**src/hdl/gbtf_pkg.sv**
```systemverilog
// Shared types, constants and window classifier for the full-width text filter.
package gbtf_pkg;

  localparam int WIN_DEPTH   = 4;
  localparam int QUEUE_DEPTH = 2;

  // Code-range bounds.
  localparam logic [7:0] ROW_BASE    = 8'hA0;
  localparam logic [7:0] ASCII_LO    = 8'h21;
  localparam logic [7:0] ASCII_HI    = 8'h7E;
  localparam logic [7:0] FW_PREFIX   = 8'hA3;
  localparam logic [7:0] HIGH_BIT    = 8'h80;
  localparam logic [7:0] LEAD_LO     = 8'h81;
  localparam logic [7:0] LEAD_HI     = 8'hFE;
  localparam logic [7:0] HZ_LO       = 8'hB0;
  localparam logic [7:0] HZ_HI       = 8'hF7;
  localparam logic [7:0] TRAIL_A1    = 8'hA1;
  localparam logic [7:0] TRAIL_40    = 8'h40;
  localparam logic [7:0] LEAD_AA     = 8'hAA;
  localparam logic [7:0] Q_LEAD_HI1  = 8'h82;
  localparam logic [7:0] Q_LEAD_LO2  = 8'h95;
  localparam logic [7:0] Q_LEAD_HI2  = 8'h98;
  localparam logic [7:0] DIGIT_LO    = 8'h30;
  localparam logic [7:0] DIGIT_HI    = 8'h39;

  typedef struct packed {
    logic [7:0] data;
    logic       last;
  } item_t;

  typedef struct packed {
    logic [2:0] use_n;   // bytes consumed (before clamping to fill)
    logic       emit;    // two bytes produced
    logic [7:0] e0;
    logic [7:0] e1;
  } action_t;

  function automatic logic in_rng(logic [7:0] v, logic [7:0] lo, logic [7:0] hi);
    return (v >= lo) && (v <= hi);
  endfunction

  function automatic action_t classify(logic [7:0] b0, logic [7:0] b1,
                                       logic [7:0] b2, logic [7:0] b3);
    action_t a;
    a.use_n = 3'd1;
    a.emit  = 1'b0;
    a.e0    = 8'h00;
    a.e1    = 8'h00;
    if ((in_rng(b0, ROW_BASE + 8'd1, ROW_BASE + 8'd9) ||
         in_rng(b0, ROW_BASE + 8'd16, ROW_BASE + 8'd87)) &&
        in_rng(b1, ROW_BASE + 8'd1, ROW_BASE + 8'd94)) begin
      a.use_n = 3'd2;
      a.emit  = 1'b1;
      a.e0    = b0;
      a.e1    = b1;
    end else if (in_rng(b0, ASCII_LO, ASCII_HI)) begin
      a.use_n = 3'd1;
      a.emit  = 1'b1;
      a.e0    = FW_PREFIX;
      a.e1    = b0 + HIGH_BIT;
    end else if ((in_rng(b0, HZ_LO, HZ_HI) && in_rng(b1, TRAIL_A1, LEAD_HI)) ||
                 (in_rng(b0, LEAD_LO, ROW_BASE) && in_rng(b1, TRAIL_40, LEAD_HI)) ||
                 (in_rng(b0, LEAD_AA, LEAD_HI) && in_rng(b1, TRAIL_40, ROW_BASE))) begin
      a.use_n = 3'd2;
    end else if ((in_rng(b0, LEAD_LO, Q_LEAD_HI1) || in_rng(b0, Q_LEAD_LO2, Q_LEAD_HI2)) &&
                 in_rng(b1, DIGIT_LO, DIGIT_HI) && in_rng(b2, LEAD_LO, LEAD_HI) &&
                 in_rng(b3, DIGIT_LO, DIGIT_HI)) begin
      a.use_n = 3'd4;
    end
    return a;
  endfunction

endpackage

```
**src/hdl/gbtf_front.sv**
```systemverilog
// Input side: accepts text bytes into a short request queue.
module gbtf_front #(
  parameter int QDEPTH = gbtf_pkg::QUEUE_DEPTH
) (
  input  logic           clk,
  input  logic           rst,
  input  logic           s_axis_tvalid,
  output logic           s_axis_tready,
  input  logic [7:0]     s_axis_tdata,   // [7:0] in_byte
  input  logic           s_axis_tlast,   // text_end
  output logic           q_valid,
  input  logic           q_pop,
  output gbtf_pkg::item_t q_item
);

  localparam int PW = (QDEPTH > 1) ? $clog2(QDEPTH) : 1;
  localparam int CW = $clog2(QDEPTH + 1);

  gbtf_pkg::item_t mem [QDEPTH];
  logic [PW-1:0]   wptr;
  logic [PW-1:0]   rptr;
  logic [CW-1:0]   fill;
  logic            push;
  logic            pop;

  assign s_axis_tready = (fill != CW'(QDEPTH));
  assign q_valid       = (fill != '0);
  assign q_item        = mem[rptr];
  assign push          = s_axis_tvalid && s_axis_tready;
  assign pop           = q_pop && q_valid;

  always_ff @(posedge clk) begin
    if (push) begin
      mem[wptr] <= '{data: s_axis_tdata, last: s_axis_tlast};
    end
  end

  always_ff @(posedge clk) begin
    if (rst) begin
      wptr <= '0;
      rptr <= '0;
      fill <= '0;
    end else begin
      if (push) begin
        wptr <= (wptr == PW'(QDEPTH - 1)) ? '0 : wptr + 1'b1;
      end
      if (pop) begin
        rptr <= (rptr == PW'(QDEPTH - 1)) ? '0 : rptr + 1'b1;
      end
      if (push && !pop) begin
        fill <= fill + 1'b1;
      end else if (pop && !push) begin
        fill <= fill - 1'b1;
      end
    end
  end

endmodule

```
**src/hdl/gbtf_back.sv**
```systemverilog
// Execution side: byte window, classify-and-act sequencer, output register.
module gbtf_back (
  input  logic            clk,
  input  logic            rst,
  input  logic            q_valid,
  output logic            q_pop,
  input  gbtf_pkg::item_t q_item,
  output logic            m_axis_tvalid,
  input  logic            m_axis_tready,
  output logic [7:0]      m_axis_tdata,   // [7:0] out_byte
  output logic            m_axis_tuser,   // byte_valid
  output logic            m_axis_tlast    // end_mark
);

  typedef enum logic [1:0] {ST_IDLE, ST_ACT, ST_EMIT2, ST_FIN} state_t;

  state_t            state;
  logic [7:0]        win [gbtf_pkg::WIN_DEPTH];
  logic [7:0]        win_next [gbtf_pkg::WIN_DEPTH];
  logic [7:0]        bm [gbtf_pkg::WIN_DEPTH];
  logic [2:0]        count;
  logic [2:0]        count_next;
  logic [2:0]        use_eff;
  logic              flushing;
  logic              pend_valid;
  logic [7:0]        pend_byte;
  logic [7:0]        e1;
  logic              out_free;
  logic              prod_en;
  logic [7:0]        prod_byte;
  logic              load_out;
  state_t            after_act;
  state_t            after_emit;
  gbtf_pkg::action_t act;

  assign out_free = !m_axis_tvalid || m_axis_tready;
  assign q_pop    = (state == ST_IDLE);

  // Output register takes a new request this cycle.
  assign load_out = (prod_en && (!flushing || pend_valid)) || (state == ST_FIN && out_free);

  // Bytes past the fill read as zero (end-of-text padding).
  always_comb begin
    for (int i = 0; i < gbtf_pkg::WIN_DEPTH; i++) begin
      bm[i] = (3'(i) < count) ? win[i] : 8'h00;
    end
  end

  assign act        = gbtf_pkg::classify(bm[0], bm[1], bm[2], bm[3]);
  assign use_eff    = (act.use_n > count) ? count : act.use_n;
  assign count_next = count - use_eff;

  always_comb begin
    logic [3:0] idx;
    for (int i = 0; i < gbtf_pkg::WIN_DEPTH; i++) begin
      idx = 4'(i) + {1'b0, use_eff};
      win_next[i] = (idx < 4'(gbtf_pkg::WIN_DEPTH)) ? win[idx[1:0]] : 8'h00;
    end
  end

  always_comb begin
    if (flushing && count_next == '0) begin
      after_act = ST_FIN;
    end else if (flushing) begin
      after_act = ST_ACT;
    end else begin
      after_act = ST_IDLE;
    end
    if (flushing && count == '0) begin
      after_emit = ST_FIN;
    end else if (flushing) begin
      after_emit = ST_ACT;
    end else begin
      after_emit = ST_IDLE;
    end
  end

  always_comb begin
    prod_en   = 1'b0;
    prod_byte = act.e0;
    if (state == ST_ACT && out_free && act.emit) begin
      prod_en = 1'b1;
    end else if (state == ST_EMIT2 && out_free) begin
      prod_en   = 1'b1;
      prod_byte = e1;
    end
  end

  always_ff @(posedge clk) begin
    if (rst) begin
      state         <= ST_IDLE;
      count         <= '0;
      flushing      <= 1'b0;
      pend_valid    <= 1'b0;
      m_axis_tvalid <= 1'b0;
    end else begin
      if (m_axis_tvalid && m_axis_tready && !load_out) begin
        m_axis_tvalid <= 1'b0;
      end
      unique case (state)
        ST_IDLE: begin
          if (q_valid) begin
            win[count[1:0]] <= q_item.data;
            count           <= count + 1'b1;
            flushing        <= q_item.last;
            if (q_item.last || count == 3'(gbtf_pkg::WIN_DEPTH - 1)) begin
              state <= ST_ACT;
            end
          end
        end
        ST_ACT: begin
          if (out_free) begin
            win   <= win_next;
            count <= count_next;
            if (act.emit) begin
              e1    <= act.e1;
              state <= ST_EMIT2;
            end else begin
              state <= after_act;
            end
          end
        end
        ST_EMIT2: begin
          if (out_free) begin
            state <= after_emit;
          end
        end
        ST_FIN: begin
          if (out_free) begin
            m_axis_tvalid <= 1'b1;
            m_axis_tdata  <= pend_valid ? pend_byte : 8'h00;
            m_axis_tuser  <= pend_valid;
            m_axis_tlast  <= 1'b1;
            pend_valid    <= 1'b0;
            flushing      <= 1'b0;
            state         <= ST_IDLE;
          end
        end
        default: state <= ST_IDLE;
      endcase
      // During a flush one byte is held back so the last one can carry the end mark.
      if (prod_en) begin
        if (flushing) begin
          if (pend_valid) begin
            m_axis_tvalid <= 1'b1;
            m_axis_tdata  <= pend_byte;
            m_axis_tuser  <= 1'b1;
            m_axis_tlast  <= 1'b0;
          end
          pend_byte  <= prod_byte;
          pend_valid <= 1'b1;
        end else begin
          m_axis_tvalid <= 1'b1;
          m_axis_tdata  <= prod_byte;
          m_axis_tuser  <= 1'b1;
          m_axis_tlast  <= 1'b0;
        end
      end
    end
  end

endmodule

```
**src/hdl/gb_text_fullwidth_filter.sv**
```systemverilog
// Top level of the GB2312 half-width to full-width text filter.
// Text bytes enter one request at a time on the s_axis side, with tlast on the
// final byte of a text. Up to four bytes collect in a window; when it is full,
// one classification is done and one action taken, and at tlast the window is
// zero-padded and worked off until empty. A GB2312 full-width pair passes
// through, printable ASCII 0x21..0x7E becomes the pair 0xA3, byte+0x80, GB18030
// two- and four-byte codes are dropped whole, and any other byte is dropped
// alone. Each output request carries one byte in tdata; tuser is 1 when the
// byte is real data and 0 for a bare end marker, which appears only when the
// window worked off at tlast produced no bytes; tlast marks the last request
// of a text. A byte that does not fill the window is only stored in it; each
// classification step passes through ST_ACT, and through ST_EMIT2 as well
// when it emits a pair, and the output register moves one byte per cycle
// while the output is not stalled; the end of a flush passes through ST_FIN.
// A printable ASCII byte is consumed alone but emits a pair. A two-entry
// queue between front and back lets input be taken while the back end works
// or the output stalls.
module gb_text_fullwidth_filter #(
  parameter int QDEPTH = gbtf_pkg::QUEUE_DEPTH
) (
  input  logic       clk,
  input  logic       rst,
  input  logic       s_axis_tvalid,
  output logic       s_axis_tready,
  input  logic [7:0] s_axis_tdata,   // [7:0] in_byte
  input  logic       s_axis_tlast,   // text_end
  output logic       m_axis_tvalid,
  input  logic       m_axis_tready,
  output logic [7:0] m_axis_tdata,   // [7:0] out_byte
  output logic       m_axis_tuser,   // byte_valid
  output logic       m_axis_tlast    // end_mark
);

  logic            q_valid;
  logic            q_pop;
  gbtf_pkg::item_t q_item;

  gbtf_front #(.QDEPTH(QDEPTH)) u_front (
    .clk           (clk),
    .rst           (rst),
    .s_axis_tvalid (s_axis_tvalid),
    .s_axis_tready (s_axis_tready),
    .s_axis_tdata  (s_axis_tdata),
    .s_axis_tlast  (s_axis_tlast),
    .q_valid       (q_valid),
    .q_pop         (q_pop),
    .q_item        (q_item)
  );

  gbtf_back u_back (
    .clk           (clk),
    .rst           (rst),
    .q_valid       (q_valid),
    .q_pop         (q_pop),
    .q_item        (q_item),
    .m_axis_tvalid (m_axis_tvalid),
    .m_axis_tready (m_axis_tready),
    .m_axis_tdata  (m_axis_tdata),
    .m_axis_tuser  (m_axis_tuser),
    .m_axis_tlast  (m_axis_tlast)
  );

endmodule
```
**config.mk**
```make
export PLATFORM = sky130hd
export DESIGN_NAME = gb_text_fullwidth_filter
export DESIGN_NICKNAME = d
export VERILOG_FILES = /design/src/hdl/gbtf_pkg.sv /design/src/hdl/gbtf_front.sv /design/src/hdl/gbtf_back.sv /design/src/hdl/gb_text_fullwidth_filter.sv
export SDC_FILE = /design/constraint.sdc
export NUM_CORES = 1
export LEC_CHECK = 0
export ABC_AREA = 1
export CELL_PAD_IN_SITES_DETAIL_PLACEMENT = 0
export CELL_PAD_IN_SITES_GLOBAL_PLACEMENT = 2
export CORE_UTILIZATION = 39
export CTS_CLUSTER_DIAMETER = 40
export DETAILED_ROUTE_END_ITERATION = 6
export DONT_BUFFER_PORTS = 1
export PLACE_DENSITY = 0.89
export SETUP_SLACK_MARGIN = 0.05
export SLEW_MARGIN = 25
export SYNTH_ARGS = -nofsm -noshare
export SYNTH_HDL_FRONTEND = slang
export SYNTH_SLANG_ARGS = --single-unit
```
**constraint.sdc**
```tcl
create_clock -name clk -period 5 [get_ports clk]
set_input_delay 0.25 -clock clk [delete_from_list [all_inputs] [get_ports clk]]
set_output_delay 0.25 -clock clk [all_outputs]
set_load 0.02 [all_outputs]
```
==> impl_metrics.py <==
metrics = {
    "die": {
        "coreArea_mm2": 0.0148,
        "die_width_um": 126,
        "dieArea_mm2": 0.0158,
        "rows": 44,
        "fp.dieH_um": 126,
        "ios": 25,
        "initial_utilization_pct": 40.6,
    },
    "timing": {
        "grt_setup_unrepaired": "no",
        "fin_skew_ps": 8.50,
        "fin_crit_ps": 4470,
        "final-max-slew-violation-count": 0,
        "tns_ps": 0,
        "worst_pin_slew_ps": 949,
        "fmax_mhz": 224,
        "hold_viol_final": 0,
        "fin_crit_sh_pct": 89.4,
        "finalSetupViolCount": 0,
        "relSlewSlack_pct": 36.5,
    },
    "synthesis": {
        "syn-num-nets": 803,
        "synth_enable_flop_cells": 76,
        "synth_seq_cells": 89,
        "syn-mean-instance-area_um2": 7.73,
        "synthCells": 774,
        "ys.flop_type": "edfxtp_1",
        "syn-cell-area_mm2": 0.00598,
        "ys.warnings.count": 0,
        "synth_cell_types": 42,
        "synthArstFlopShare_pct": 0,
        "seq_area_frac_synth_pct": 42.5,
    },
    "drt": {
        "wire_per_inst_um": 17.0,
        "vias_per_cell": 5.52,
        "routed-wl-met2_mm": 7.98,
        "route.detailed.drc": 0,
        "drt-met1-wl_mm": 7.17,
        "first_pass_iters": 5,
        "wl_met3_um": 759,
        "drtIter0Drc": 480,
        "via_count": 5292,
        "wl_mm": 16.3,
        "highest_layer": "met4",
        "postRouteAntennaNets": 0,
    },
    "final_layout": {
        "area_delta_synth_final_pct": 8.43,
        "final_nets": 799,
        "final_cells": 959,
        "antenna_cells": 0,
        "drive_gt1_share_pct": 9.68,
    },
    "clock_tree": {
        "clock_sinks": 89,
        "ctsLongestPathBuffers": 2,
        "post_cts_buffers": 0,
        "cts_max_level": 3,
        "cts_made_buffers": 9,
        "clockRootBuffer": "clkbuf_16",
        "cts_tree": "built",
        "clkTransAtPathRegs_ps": 70,
        "clk_latency_ps": 360,
    },
    "global_route": {
        "grt_overflow_total": 0,
        "grtUsageTotal_pct": 21.3,
        "grt_max_degree": 40,
        "grt_pass1_wl_mm": 26.1,
        "antenna_found_initial": 0,
        "grt_pass1_vias": 5019,
    },
    "setup_path": {
        "crit_type": "reg -> reg",
        "path_cells": "inv_2 -> nand2_8 -> nand2_2 -> nor2_1 -> nand2_1 -> nor2_1 -> o21ai_1 -> nand2_4 -> clkinv_1 -> nor3_1 -> inv_1 -> ha_1 -> a31oi_1 -> nand2_1 -> inv_1 -> a31oi_1 -> inv_1 -> nand3_1 -> nand2_4 -> ha_1 -> inv_1 -> nand3_1 -> nand3_1 -> nand2_1",
        "cp_common_cell": "inv_1",
        "cp_slowest_cell": "dfxtp_1",
        "path_buf_inv": 6,
        "required_ps": 5110,
        "crit_arrival_ps": 4570,
        "end_kind": "flip-flop",
        "cp_max_fo": 25,
        "max_stage_delay_ps": 470,
        "crit_family": "simple AND/OR/NAND/NOR gates",
        "setup.worst_path.start_class": "flip-flop",
    },
    "run_status": {
        "outcome": "finished clean",
    },
    "job": {
        "max_cap_viol_count": 0,
    },
    "place": {
        "gp_congestion": 0.870,
        "portBuffers": 0,
        "hpwlAfterDp_mm": 12.1,
        "placedCellCount": 933,
    },
    "hold_path": {
        "hold_path_class": "in -> reg",
    },
}
kinds of logic (layout without fill, tap and decap cells):
group | after synthesis | after routing | synth area share, %
AOI/OAI and AO/OA | 119 | 119 | 12.0
adders and majority gates | 16 | 16 | 3.47
muxes | 1 | 1 | 0.167
buffers and inverters | 105 | 106 | 7.99
DFF | 89 | 89 | 42.5
and+or+nand+nor | 444 | 444 | 33.9
flip-flops by register name (all words and copies together) (netlist names), 2 cells and up, named ones only:
register	flops
u_back.e1	8
u_back.win	32
u_front.fill	2
u_front.mem	18
u_back.count	3
u_back.m_axis_tdata	8
u_back.pend_byte	8
u_back.state	2
metrics by stage:
stage	util, %	worst slack [ps]	hold WS (ps)	cell area [µm²]
2_1_floorplan	-	693	319	5980
3_3_place_gp	41.1	480	321	6060
3_5_place_dp	41.1	474	325	6060
4_1_cts	43.9	453	163	6470
5_1_grt	44.0	132	182	6490
6_report	44.0	532	172	6490
layout make-up:
cell class | instances | area [µm²]
Clock inverter | 3 | 28.8
Clock buffer | 13 | 282
Sequential cell | 89 | 2540
Inverter | 74 | 280
Tap cell | 184 | 230
Timing Repair Buffer | 16 | 145
Fill cell | 1518 | 8270
Multi-Input combinational cell | 580 | 2980
cell usage in the layout (no fill, tap or decap), drive strengths merged, types with 13 or more instances in the layout:
master | netlist | routed
inv | 72 | 74
nand3 | 106 | 106
clkbuf | 15 | 13
o21ai | 56 | 56
o211ai | 18 | 18
nand4 | 14 | 14
edfxtp | 76 | 76
nor2 | 68 | 68
ha | 15 | 15
a21oi | 24 | 24
dfxtp | 13 | 13
nand2 | 243 | 243
per-layer routing:
layer	GRT usage [%]	vias up
li1	-	2626
met5	0	-
met2	36.6	149
met1	26.8	2491
met4	9.14	0
met3	2.93	26
cell usage after synthesis (2+ instances only):
cell | n | share of area (%)
edfxtp_1 | 76 | 38
a21oi_1 | 20 | 1.7
o22ai_1 | 7 | 0.73
nand3_1 | 102 | 8.5
o21a_1 | 5 | 0.63
a21oi_2 | 4 | 0.59
nand4_1 | 13 | 1.4
nand2_1 | 226 | 14
buf_2 | 2 | 0.17
buf_1 | 2 | 0.13
a31oi_1 | 6 | 0.63
o21ai_0 | 34 | 2.8
buf_4 | 3 | 0.38
inv_1 | 62 | 3.9
nand2_4 | 7 | 1.3
o211ai_1 | 18 | 2.3
nor3_1 | 9 | 0.75
buf_6 | 9 | 1.7
ha_1 | 15 | 3.1
o21ai_1 | 16 | 1.3
clkbuf_1 | 15 | 0.94
o21ai_2 | 6 | 0.88
dfxtp_1 | 13 | 4.3
nor2_2 | 6 | 0.63
nand2_2 | 10 | 1.0
inv_2 | 9 | 0.56
nand3_2 | 4 | 0.67
nor2_1 | 59 | 3.7
clkinv_1 | 2 | 0.13
nor2_4 | 2 | 0.38
final timing paths:
| check | slack [ps] | from | depth (start not counted) | to |
|---|---|---|---|---|
| worst max-delay path | 530 | u_back.count[0] | 24 | u_back.win[19] |
| worst min-delay path | 170 | rst | 1 | u_back.pend_byte[0] |
| worst min register to register | 470 | u_front.rptr | 1 | flip-flop |
| worst max register to register | 530 | u_back.count[0] | 24 | u_back.win[19] |
timing repair:
item,in CTS,in global routing
resized for setup,0,3
endpoints found under the setup margin,0,17
hold endpoints to repair,20,0
hold buffers,10,0
Power is left out: the tool's default activity adds up to more than one toggle a clock period on the data nets, which glitch-free logic cannot reach.
